## config.mk

```make
export PLATFORM = sky130hd
export DESIGN_NAME = pwg_div_cell
export DESIGN_NICKNAME = d
export VERILOG_FILES = /design/src/hdl/pwg_pkg.sv /design/src/hdl/pwg_div_cell.sv
export SDC_FILE = /design/constraint.sdc
export NUM_CORES = 1
export LEC_CHECK = 0
export ABC_AREA = 1
export BUFFER_PORTS_ARGS = -buffer_cell sky130_fd_sc_hd__buf_2
export CORE_MARGIN = 2
export CORE_UTILIZATION = 30
export CTS_CLUSTER_SIZE = 24
export DETAILED_ROUTE_END_ITERATION = 12
export PLACE_DENSITY_LB_ADDON = 0.1
export SLEW_MARGIN = 40
export SYNTH_ARGS = -nofsm -noshare
export SYNTH_HDL_FRONTEND = slang
export SYNTH_SLANG_ARGS = --single-unit
```

## constraint.sdc

```tcl
create_clock -name clk -period 0.8 [get_ports clk]
set_input_delay 0.16 -clock clk [delete_from_list [all_inputs] [get_ports clk]]
set_output_delay 0.16 -clock clk [all_outputs]
set_load 0.005 [all_outputs]
```

## src/hdl/pwg_pkg.sv

```systemverilog
// Package for the periodic waveform generator.
// Holds sizes, register and mode codes, the pipeline word type and the quarter-wave sine ROM.
// No dependencies.
package pwg_pkg;

	localparam int FRAC_BITS   = 16;
	localparam int SINE_DEPTH  = 1024;
	localparam int MOD_CELLS   = 33;
	localparam int FRAC_CELLS  = FRAC_BITS;
	localparam int TOTAL_CELLS = MOD_CELLS + FRAC_CELLS;
	localparam int IDX_BITS    = $clog2(4 * SINE_DEPTH);
	localparam int ROM_AW      = $clog2(SINE_DEPTH + 1);

	typedef longint unsigned u64_t;

	localparam u64_t Q30_ONE = 64'd1073741824;
	localparam u64_t COEF1   = 64'd1686629713;
	localparam u64_t COEF3   = 64'd693598669;
	localparam u64_t COEF5   = 64'd85569306;
	localparam u64_t COEF7   = 64'd5026995;
	localparam u64_t COEF9   = 64'd172272;

	typedef enum logic [2:0] {
		REG_WAVE_MODE    = 3'd0,
		REG_AMPLITUDE    = 3'd1,
		REG_LEVEL_OFFSET = 3'd2,
		REG_PHASE_SHIFT  = 3'd3,
		REG_PERIOD_TICKS = 3'd4
	} reg_index_t;

	typedef enum logic [2:0] {
		WAVE_HALF_SINE = 3'd0,
		WAVE_SINE      = 3'd1,
		WAVE_SQUARE    = 3'd2,
		WAVE_SAW       = 3'd3,
		WAVE_TRIANGLE  = 3'd4
	} wave_mode_t;

	typedef struct packed {
		logic                 valid;
		logic [31:0]          rem;
		logic [32:0]          num;
		logic [FRAC_BITS-1:0] quo;
		logic                 sq;
	} div_word_t;

	typedef logic [15:0] rom_t [SINE_DEPTH+1];

	function automatic rom_t sine_rom_f();
		rom_t t;
		u64_t x, x2, p3, p5, p7, p9, e;
		longint s;
		for (int k = 0; k <= SINE_DEPTH; k++) begin
			x  = (u64_t'(k) << 30) / SINE_DEPTH;
			x2 = (x * x) >> 30;
			p3 = (x * x2) >> 30;
			p5 = (p3 * x2) >> 30;
			p7 = (p5 * x2) >> 30;
			p9 = (p7 * x2) >> 30;
			s = longint'((COEF1 * x) >> 30) + longint'((COEF5 * p5) >> 30)
				+ longint'((COEF9 * p9) >> 30) - longint'((COEF3 * p3) >> 30)
				- longint'((COEF7 * p7) >> 30);
			if (s < 0) begin
				s = 0;
			end
			e = (u64_t'(s) * 64'd32768 + Q30_ONE / 2) >> 30;
			if (e > 64'd32768) begin
				e = 64'd32768;
			end
			t[k] = e[15:0];
		end
		return t;
	endfunction

	localparam rom_t SINE_ROM = sine_rom_f();

endpackage

```

## src/hdl/pwg_div_cell.sv

```systemverilog
// One restoring-division cell: shifts one dividend bit into the remainder per cycle while en is high.
// Depends on pwg_pkg.
module pwg_div_cell (
	input  logic              clk,
	input  logic              arst_n,
	input  logic              en,
	input  logic [31:0]       period,
	input  pwg_pkg::div_word_t d_in,
	output pwg_pkg::div_word_t d_out
);
	import pwg_pkg::*;

	logic [32:0] rem2;
	logic [32:0] diff;
	logic        ge;

	assign rem2 = {d_in.rem, d_in.num[32]};
	assign diff = rem2 - {1'b0, period};
	assign ge   = rem2 >= {1'b0, period};

	always_ff @(posedge clk or negedge arst_n) begin
		if (!arst_n) begin
			d_out <= '0;
		end else if (en) begin
			d_out.valid <= d_in.valid;
			d_out.rem   <= ge ? diff[31:0] : rem2[31:0];
			d_out.num   <= {d_in.num[31:0], 1'b0};
			d_out.quo   <= {d_in.quo[FRAC_BITS-2:0], ge};
			d_out.sq    <= d_in.sq;
		end
	end

endmodule

```

==> results.sh, run 1 <==
export IMPL_status="finished, violations left"
export IMPL_violations="setup timing"
export IMPL_grt_pass1_vias=6917
export IMPL_hold_class="input port to flop"
export IMPL_gp_congestion=0.9283
export IMPL_slowest_delay_ns=0.32
export IMPL_drt_wl_total_um=23730
export IMPL_synth_cells=995
export IMPL_sequentialPowerShare_pct=30.0
export IMPL_die_area_um2=22170
export IMPL_drt_iter0_markers=232
export IMPL_core_area_um2=20820
export IMPL_synth_area_leaders="dfrtp_1 (33%), nand2_1 (29%), inv_1 (9.0%)"
export IMPL_placedInstanceArea_um2=9179
export IMPL_yosysTopAreaCell="dfrtp_1"
export IMPL_path_max_fanout=8
export IMPL_synthTopCellsByCount="nand2_1 (483), inv_1 (151), dfrtp_1 (82), nand3_1 (65), nor2_1 (35)"
export IMPL_synthArstFlopShare_pct=100.0
export IMPL_switchingPower_mw=5.717
export IMPL_first_pass_iters=8
export IMPL_synthXorXnorAreaFrac_pct=1.946
export IMPL_diodes=0
export IMPL_ys_warn_count=0
export IMPL_vias=7254
export IMPL_synth_compound_area_share_pct=2.483
export IMPL_synth_cell_types=33
export IMPL_detailed_place_hpwl_um=17850
export IMPL_viasPerCell=4.388
export IMPL_path_class="input port to flop"
export IMPL_start_util_pct=30.25
export IMPL_nNetsFinal=1524
export IMPL_power_frac_clock_pct=27.3
export IMPL_cts_buffer_depth=2
export IMPL_die_x_um=148.9
export IMPL_crit_arrival_ns=1.78
export IMPL_clockRootBuffer="clkbuf_16"
export IMPL_fin_crit_sh_pct=193.3
export IMPL_cts_tree="yes"
export IMPL_grt_usage_pct=20.48
export IMPL_largest_register_ff_count=82
export IMPL_postLayoutCoreUtil_pct=53.10
export IMPL_power_internal_mw=10.70
export IMPL_critPathLaunchType="input port"
export IMPL_synthAdderAreaFrac_pct=6.673
export IMPL_rsz0062_at_grt="yes"
export IMPL_synth_edff_count=0
export IMPL_slew_viol_final=0
export IMPL_drc_errors=0
export IMPL_gr_total_overflow=0
export IMPL_avgSynthCellArea_um2=6.331
export IMPL_p_per_area_nw_per_um2=1485
export IMPL_placementRows=53
export IMPL_clkTransAtPathRegs_ns=0.07
export IMPL_p_sw_share_pct=34.83
export IMPL_syn_area_um2=6300
export IMPL_finalClockSkew_ns=0
export IMPL_fmax_mhz=646.8
export IMPL_drt_antenna_violating_nets=0
export IMPL_fin_cells=1653
export IMPL_ys_seq_elements=82
export IMPL_cts_sinks=82
export IMPL_synth_simple_area_share_pct=44.15
export IMPL_pre_cts_ws_ns=-1.158
export IMPL_synth_most_common_cell="nand2_1"
export IMPL_synthMuxAreaShare_pct=0
export IMPL_synth_ff_type="dfrtp_1"
export IMPL_grt_max_degree=53
export IMPL_end_kind="flop"
export IMPL_yosysTopAreaCellShare_pct=32.57
export IMPL_area_delta_synth_final_pct=75.51
export IMPL_min_period_ns=1.546
export IMPL_cts_buffers=9
export IMPL_clock_latency_ns=0.34
export IMPL_leakage_nw=6.197
export IMPL_largest_register="d_out"
export IMPL_finalInstanceArea_um2=11060
export IMPL_path_cells="buf_2, ha_4, nand2_4, nor2_4, nand2_2, nor2_2, nand2_2, nand3_2, nor2_4, buf_12, nand2_8, clkbuf_16, nand2_1, nand3_1, nand2_1"
export IMPL_combPwrFrac_pct=42.7
export IMPL_drive_above_1_share_pct=49.71
export IMPL_grt_antenna_before_repair=0
export IMPL_io_buffer_count=198
export IMPL_finalHoldViolations=0
export IMPL_timing_final_ws_setup_ns=-0.7462
export IMPL_synth_net_count=1146
export IMPL_setup_viol=120
export IMPL_synth_seq_area_share_pct=32.57
export IMPL_cp_required_ns=1.04
export IMPL_whs_ns=0.007832
export IMPL_ir_drop_mv=1.011
export IMPL_tns_ns=-40.91
export IMPL_synth_top_family_by_area="simple AND/OR/NAND/NOR gates"
export IMPL_boundaryPins=201
export IMPL_drv_cap=0
export IMPL_die_h_um=148.9
export IMPL_power_mw=16.42
export IMPL_htreeDepth=3
export IMPL_avgRoutedWirePerCell_um=14.35
export IMPL_grt_pass1_wl_um=35350
export IMPL_placed_cells=1568
export IMPL_reg_top3="d_out (82)"
export IMPL_slowest_stage="ha_4"
## routing by layer
layer,GRT usage [%],vias to the layer above,wire length (um),part of all wire (%)
li1,-,3742,-,-
met1,26.45,3292,10630,45
met2,35.69,195,11390,48
met3,2.875,25,1224,5.2
met4,5.810,0,484,2.0
met5,0,-,0,0
## worst max-delay path: cells and delay by family
kind / cells / cell delay, ns
simple gates: 11 / 0.84
buf+inv: 3 / 0.45
fa+ha+maj: 1 / 0.32
## kinds of logic after synthesis
| kind of cell | Yosys count |
|---|---|
| AND/OR/NAND/NOR | 649 |
| buffers and inverters | 189 |
| flip-flops | 82 |
| adder cells (fa/ha/maj) | 33 |
| AO/OA/AOI/OAI | 27 |
| XOR/XNOR | 14 |
| other | 1 |
## cell usage in the layout (no fill, tap or decap), types with 2 or more instances in the layout
master           n
buf_6           30
a21oi_1         10
nand3_1         21
clkinv_4         2
nand3b_2         8
a21oi_4          3
clkbuf_16       12
ha_4            32
nand3_4          5
nand2_2         55
o21bai_1         3
nor2_1          19
buf_4          172
nor2_4          15
dlygate4sd3_1    2
nor2_2          12
nand2_1        395
inv_6            2
nand2_4         45
a21oi_2          6
xnor2_2          4
buf_8            2
buf_2          171
inv_1          118
nand3b_1        17
nand4_1          8
buf_12          13
nand3_2         43
xnor2_1          9
inv_4            6
inv_2           35
nand2_8          2
o21a_1           4
dfrtp_1         82
and2_1           2
## worst paths after layout
| check | from | slack [ns] | to | depth (start not counted) |
|---|---|---|---|---|
| setup / recovery | d_in[67] | -0.75 | d_out[54] | 15 |
| hold / removal | d_in[38] | 0.008 | d_out[39] | 3 |
| setup reg to reg | d_out[13] | -0.04 | d_out[13] | 4 |
| hold reg to reg | d_out[82] | 0.47 | d_out[82] | 2 |
| max in group asynchronous | arst_n | 0.16 | d_out[75] | 3 |
| min in group asynchronous | arst_n | 0.20 | d_out[40] | 2 |
## repair_timing
| action | CTS | global route |
|---|---|---|
| buffers inserted | 23 | 40 |
| resized for setup | 82 | 173 |
| cloned | 1 | 3 |
| hold endpoints to repair | 82 | 1 |
| pin swaps | 26 | 90 |
| setup endpoints to repair | 115 | 115 |
| hold buffers | 1 | 1 |
## power groups by stage
stage | clock network, mW | logic (mW) | registers [mW]
final | 4.48 | 7.02 | 4.92
after global routing | 4.80 | 7.68 | 4.98
after CTS | 4.59 | 5.99 | 4.92
after detailed placement | 0 | 5.42 | 5.00
after global placement | 0 | 5.42 | 4.99
after floorplan | 0 | 2.86 | 5.04
## cell type report
cell class / instances / area, um^2
sequential: 82 / 2052
clock buffer: 10 / 239.0
multi-input combinational: 724 / 4807
timing repair buffer: 394 / 2898
clock inverter: 6 / 72.57
inverter: 162 / 644.4
tap: 275 / 344.1
fill: 2094 / 9766
Note: power is estimated with default switching activity, not from simulation.
==> run 2, diff against run 1 <==
- SETUP_SLACK_MARGIN: default -> 0.02
==> run 2 against run 1 <==
Compared with the run above:
- the run still ends with setup timing left
- total power fell by 1.6%
- via count fell by 1.2%
- register-to-register slack barely moved
- routed wire length fell by 5.6%
- sequential cell count did not move
- maximum frequency rose by 1.9%
- sequential share of layout area rose by 0.37 points
- final area fell by 2.0%
- final cell count fell by 1.0%
- sequential power barely moved
- worst setup slack improved by 0.029 ns
==> results.sh, run 2 (synthesis results as in run 1) <==
export IMPL_die_x_um=148.9
export IMPL_cts_sinks=82
export IMPL_grt_pass1_vias=6871
export IMPL_drt_wl_total_um=22400
export IMPL_cp_required_ns=1.04
export IMPL_clock_latency_ns=0.34
export IMPL_drive_above_1_share_pct=49.01
export IMPL_crit_arrival_ns=1.75
export IMPL_gp_congestion=0.9269
export IMPL_path_class="input port to flop"
export IMPL_largest_register_ff_count=82
export IMPL_grt_pass1_wl_um=34590
export IMPL_p_per_area_nw_per_um2=1491
export IMPL_cts_buffer_depth=2
export IMPL_finalHoldViolations=0
export IMPL_final_common_cell="nand2_1"
export IMPL_viasPerCell=4.383
export IMPL_vias=7170
export IMPL_die_area_um2=22170
export IMPL_first_pass_iters=5
export IMPL_status="finished, violations left"
export IMPL_drt_antenna_violating_nets=0
export IMPL_fin_cells=1636
export IMPL_io_buffer_count=198
export IMPL_clkTransAtPathRegs_ns=0.07
export IMPL_drt_iter0_markers=206
export IMPL_layout_common_cells="nand2_1 (388), buf_2 (177), buf_4 (154), inv_1 (123), dfrtp_1 (82)"
export IMPL_path_cells="buf_6, ha_4, nand2_4, inv_2, nand2_2, nand2_2, a21oi_2, nor2_2, nor2_4, nand2_8, buf_12, nand2_8, nand2_2, nand2_1, nand2_1"
export IMPL_reg_top3="d_out (82)"
export IMPL_slowest_delay_ns=0.26
export IMPL_critPathLaunchType="input port"
export IMPL_fin_crit_sh_pct=189.7
export IMPL_detailed_place_hpwl_um=17490
export IMPL_fmax_mhz=659.1
export IMPL_core_area_um2=20820
export IMPL_finalClockSkew_ns=0
export IMPL_largest_register="d_out"
export IMPL_end_kind="flop"
export IMPL_grt_antenna_before_repair=0
export IMPL_path_delay_family="simple AND/OR/NAND/NOR gates"
export IMPL_avgRoutedWirePerCell_um=13.69
export IMPL_drc_errors=0
export IMPL_postLayoutCoreUtil_pct=52.05
export IMPL_cp_common_cell="nand2_2"
export IMPL_placementRows=53
export IMPL_cts_tree="yes"
export IMPL_drv_cap=0
export IMPL_grt_max_degree=50
export IMPL_min_period_ns=1.517
export IMPL_clockRootBuffer="clkbuf_16"
export IMPL_cts_buffers=9
export IMPL_die_h_um=148.9
export IMPL_gr_total_overflow=0
export IMPL_path_max_fanout=8
export IMPL_nNetsFinal=1507
export IMPL_crit_buf_inv=3
export IMPL_grt_usage_pct=19.82
export IMPL_rsz0062_at_grt="yes"
export IMPL_start_util_pct=30.25
export IMPL_slowest_stage="ha_4"
export IMPL_ir_drop_mv=0.9598
export IMPL_violations="setup timing"
export IMPL_area_delta_synth_final_pct=72.05
export IMPL_htreeDepth=3
export IMPL_timing_final_ws_setup_ns=-0.7173
export IMPL_hold_class="input port to flop"
export IMPL_setup_viol=116
export IMPL_slew_viol_final=0
export IMPL_leakage_nw=6.046
export IMPL_diodes=0
export IMPL_boundaryPins=201
export IMPL_placed_cells=1568
## run 2: cell count changes in the layout (fill, tap and decap cells not counted), moves of 6 or more
cell,change
nand2_2,+20
buf_4,-18
nand2_4,-15
inv_2,-7
nand2_1,-7
buf_2,+6
nand3_1,+6
## run 2: final cells by class
cell class | count | area (um^2)
clock buffers | 10 | 239.0
clock inverters | 6 | 72.57
fillers | 2082 | 9983
inverters | 162 | 649.4
multi-input cells | 724 | 4766
flip-flops and latches | 82 | 2052
well taps | 275 | 344.1
repair buffers | 377 | 2716
## run 2: tightest hold or removal path, cell delays in order
cell,delay [ns]
buf_2,0.07
nand2_1,0.04
nand2_1,0.05
## run 2: path summary, 6_finish.rpt
path / from / end / slack (ns) / depth (start not counted)
max in group asynchronous: arst_n / d_out[79] / 0.17 / 3
hold reg to reg: d_out[6] / d_out[6] / 0.47 / 2
setup / recovery: d_in[68] / d_out[79] / -0.72 / 15
hold / removal: d_in[33] / d_out[34] / 0.007 / 3
min in group asynchronous: arst_n / d_out[31] / 0.19 / 2
setup reg to reg: d_out[81] / d_out[81] / -0.04 / 4
## run 2: metal layers
layer,up-vias,track usage (%),part of all wire (%)
met5,-,0,0
met3,25,2.538,5.1
met1,3237,26.24,46
met4,0,6.286,1.9
li1,3714,-,-
met2,194,33.62,47
## run 2: power by group
part / switching [mW] / internal [mW] / leakage [nW] / total [mW]
combinational: 3.40 / 3.39 / 4.91 / 6.78
sequential: 0.255 / 4.66 / 0.992 / 4.91
clock: 1.92 / 2.54 / 0.150 / 4.46
## run 2: through the flow
stage          hold slack (ns)  instance area (um^2)  TNS [ns]  power [mW]  setup slack (ns)
2_1_floorplan          -0.1356                  6930    -23.65       7.906           -0.7695
5_1_grt               0.009909                 10840    -45.10       17.22           -0.8212
6_report              0.007409                 10840    -39.22       16.16           -0.7173
3_5_place_dp           0.02041                  9191    -40.00       10.42            -1.179
3_3_place_gp           0.02032                  9191    -40.54       10.41            -1.195
4_1_cts               0.002319                 10200    -39.65       15.65           -0.6821
## run 2: what timing repair did
item | 4_1_cts | 5_1_grt
setup buffers | 26 | 25
setup endpoints to repair | 115 | 115
gates resized for setup | 128 | 111
gates cloned | 1 | 1
hold buffers | 1 | 0
pin swaps | 50 | 65
hold endpoints to repair | 82 | 0
==> run 3, diff against run 2 <==
- HOLD_SLACK_MARGIN: default -> 0.1
==> run 3 against run 2 <==
Compared with the run above:
- the flow still finishes with violations (setup timing)
- clock skew stayed put
- final cell count is 3.2% higher
- final area is 4.7% higher
- maximum frequency is 0.12% higher
- total power is 1.3% higher
- count of clock-buffer cells in the layout stayed put
- register-to-register slack hardly changed
- critical endpoint unchanged
- global-route usage is 0.49 points higher
- sequential power hardly changed
- combinational power is 2.9% higher
- critical path depth stayed put
==> results.sh, run 3 (synthesis results as in run 1) <==
export IMPL_cts_tree="yes"
export IMPL_viasPerCell=4.345
export IMPL_boundaryPins=201
export IMPL_cp_required_ns=1.04
export IMPL_die_x_um=148.9
export IMPL_finalInstanceArea_um2=11350
export IMPL_drv_cap=0
export IMPL_largest_register="d_out"
export IMPL_avgRoutedWirePerCell_um=13.63
export IMPL_area_delta_synth_final_pct=80.12
export IMPL_path_class="input port to flop"
export IMPL_core_area_um2=20820
export IMPL_min_period_ns=1.516
export IMPL_ir_drop_mv=0.9587
export IMPL_seq_area_um2=2052
export IMPL_drc_errors=0
export IMPL_drt_antenna_violating_nets=0
export IMPL_grt_usage_pct=20.32
export IMPL_nNetsFinal=1558
export IMPL_clkTransAtPathRegs_ns=0.07
export IMPL_p_per_area_nw_per_um2=1443
export IMPL_timing_final_ws_setup_ns=-0.7155
export IMPL_clockRootBuffer="clkbuf_16"
export IMPL_die_area_um2=22170
export IMPL_status="finished, violations left"
export IMPL_htreeDepth=3
export IMPL_critPathLaunchType="input port"
export IMPL_drt_iter0_markers=216
export IMPL_path_max_fanout=8
export IMPL_pre_cts_ws_ns=-1.179
export IMPL_gr_total_overflow=0
export IMPL_io_buffer_count=198
export IMPL_first_pass_iters=5
export IMPL_hold_class="input port to flop"
export IMPL_detailed_place_hpwl_um=17490
export IMPL_reg_top3="d_out (82)"
export IMPL_grt_pass1_vias=7132
export IMPL_drive_above_1_share_pct=47.38
export IMPL_finalClockSkew_ns=0
export IMPL_leakage_nw=6.261
export IMPL_clock_latency_ns=0.34
export IMPL_end_kind="flop"
export IMPL_placementRows=53
export IMPL_layout_common_cells="nand2_1 (388), buf_2 (177), buf_4 (156), inv_1 (123), dfrtp_1 (82)"
export IMPL_gp_congestion=0.9269
export IMPL_cts_buffers=9
export IMPL_die_h_um=148.9
export IMPL_grt_antenna_before_repair=1
export IMPL_fillers=2006
export IMPL_largest_register_ff_count=82
export IMPL_cts_buffer_depth=2
export IMPL_setup_viol=116
export IMPL_finalHoldViolations=0
export IMPL_violations="setup timing"
export IMPL_vias=7335
export IMPL_rsz0062_at_grt="yes"
export IMPL_grt_max_degree=50
export IMPL_placedInstanceArea_um2=9191
export IMPL_fin_crit_sh_pct=189.4
export IMPL_crit_arrival_ns=1.75
export IMPL_slew_viol_final=0
export IMPL_drt_wl_total_um=23000
export IMPL_multi_input_area_um2=4766
export IMPL_tns_ns=-39.27
export IMPL_final_common_cell="nand2_1"
export IMPL_grt_pass1_wl_um=35550
export IMPL_cts_sinks=82
export IMPL_fmax_mhz=659.8
export IMPL_start_util_pct=30.25
[run 3: cell count changes in the layout (fill, tap and decap cells not counted), sizes merged]
cell	change
dlygate4sd3	+49
diode	+1
buf	+2
[run 3: area by class of cell]
type                            instances  share of cell area, %
Clock buffer                           10                  2.106
Tap cell                              275                  3.032
Timing Repair Buffer                  428                  28.39
Multi-Input combinational cell        724                  42.00
Antenna cell                            1                0.02205
Sequential cell                        82                  18.08
Clock inverter                          6                 0.6395
Inverter                              162                  5.723
[run 3: stage by stage]
step                      power, mW  utilization [%]  instances  hold WS, ns
after floorplan               7.906                -        995      -0.1356
after global placement        10.41            44.14       1568      0.02032
after detailed placement      10.42            44.14       1568      0.02041
after CTS                     15.83            51.35       1660       0.1333
after global routing          17.44            54.48       1687       0.1451
final                         16.37            54.49       1688       0.1480
[run 3: final timing paths]
| path | start | end | slack [ns] | cells past startpoint |
|---|---|---|---|---|
| hold / removal | d_in[54] | d_out[55] | 0.15 | 4 |
| min in group asynchronous | arst_n | d_out[31] | 0.19 | 2 |
| setup reg to reg | d_out[81] | d_out[81] | -0.05 | 4 |
| setup / recovery | d_in[68] | d_out[79] | -0.72 | 15 |
| hold reg to reg | d_out[14] | d_out[14] | 0.47 | 2 |
| max in group asynchronous | arst_n | d_out[79] | 0.17 | 3 |
[run 3: report_power, final]
part	internal (mW)	switching (mW)	leakage [nW]
clock network	2.54	1.93	0.150
registers	4.66	0.258	0.992
logic	3.55	3.43	5.12
total	10.8	5.62	6.26
[run 3: metal layers]
layer / global-route usage, % / wire [um] / vias to the layer above
li1: - / - / 3819
met1: 26.36 / 10300 / 3315
met2: 35.02 / 11020 / 175
met3: 2.813 / 1271 / 26
met4: 6.286 / 416 / 0
met5: 0 / 0 / -
[run 3: critical path, cell delays in order]
cell and delay [ns]:
buf_6 0.10, ha_4 0.26, nand2_4 0.10, inv_2 0.04, nand2_2 0.06, nand2_2 0.06, a21oi_2 0.16, nor2_2 0.06
nor2_4 0.22, nand2_8 0.13, buf_12 0.18, nand2_8 0.08, nand2_2 0.04, nand2_1 0.05, nand2_1 0.05
[run 3: timing repair]
item | in CTS | in global routing
pin swaps | 50 | 65
hold endpoints to repair | 131 | 0
gates resized for setup | 128 | 111
buffers inserted | 26 | 27
hold buffers | 50 | 0
cloned | 1 | 1
endpoints found under the setup margin | 115 | 115
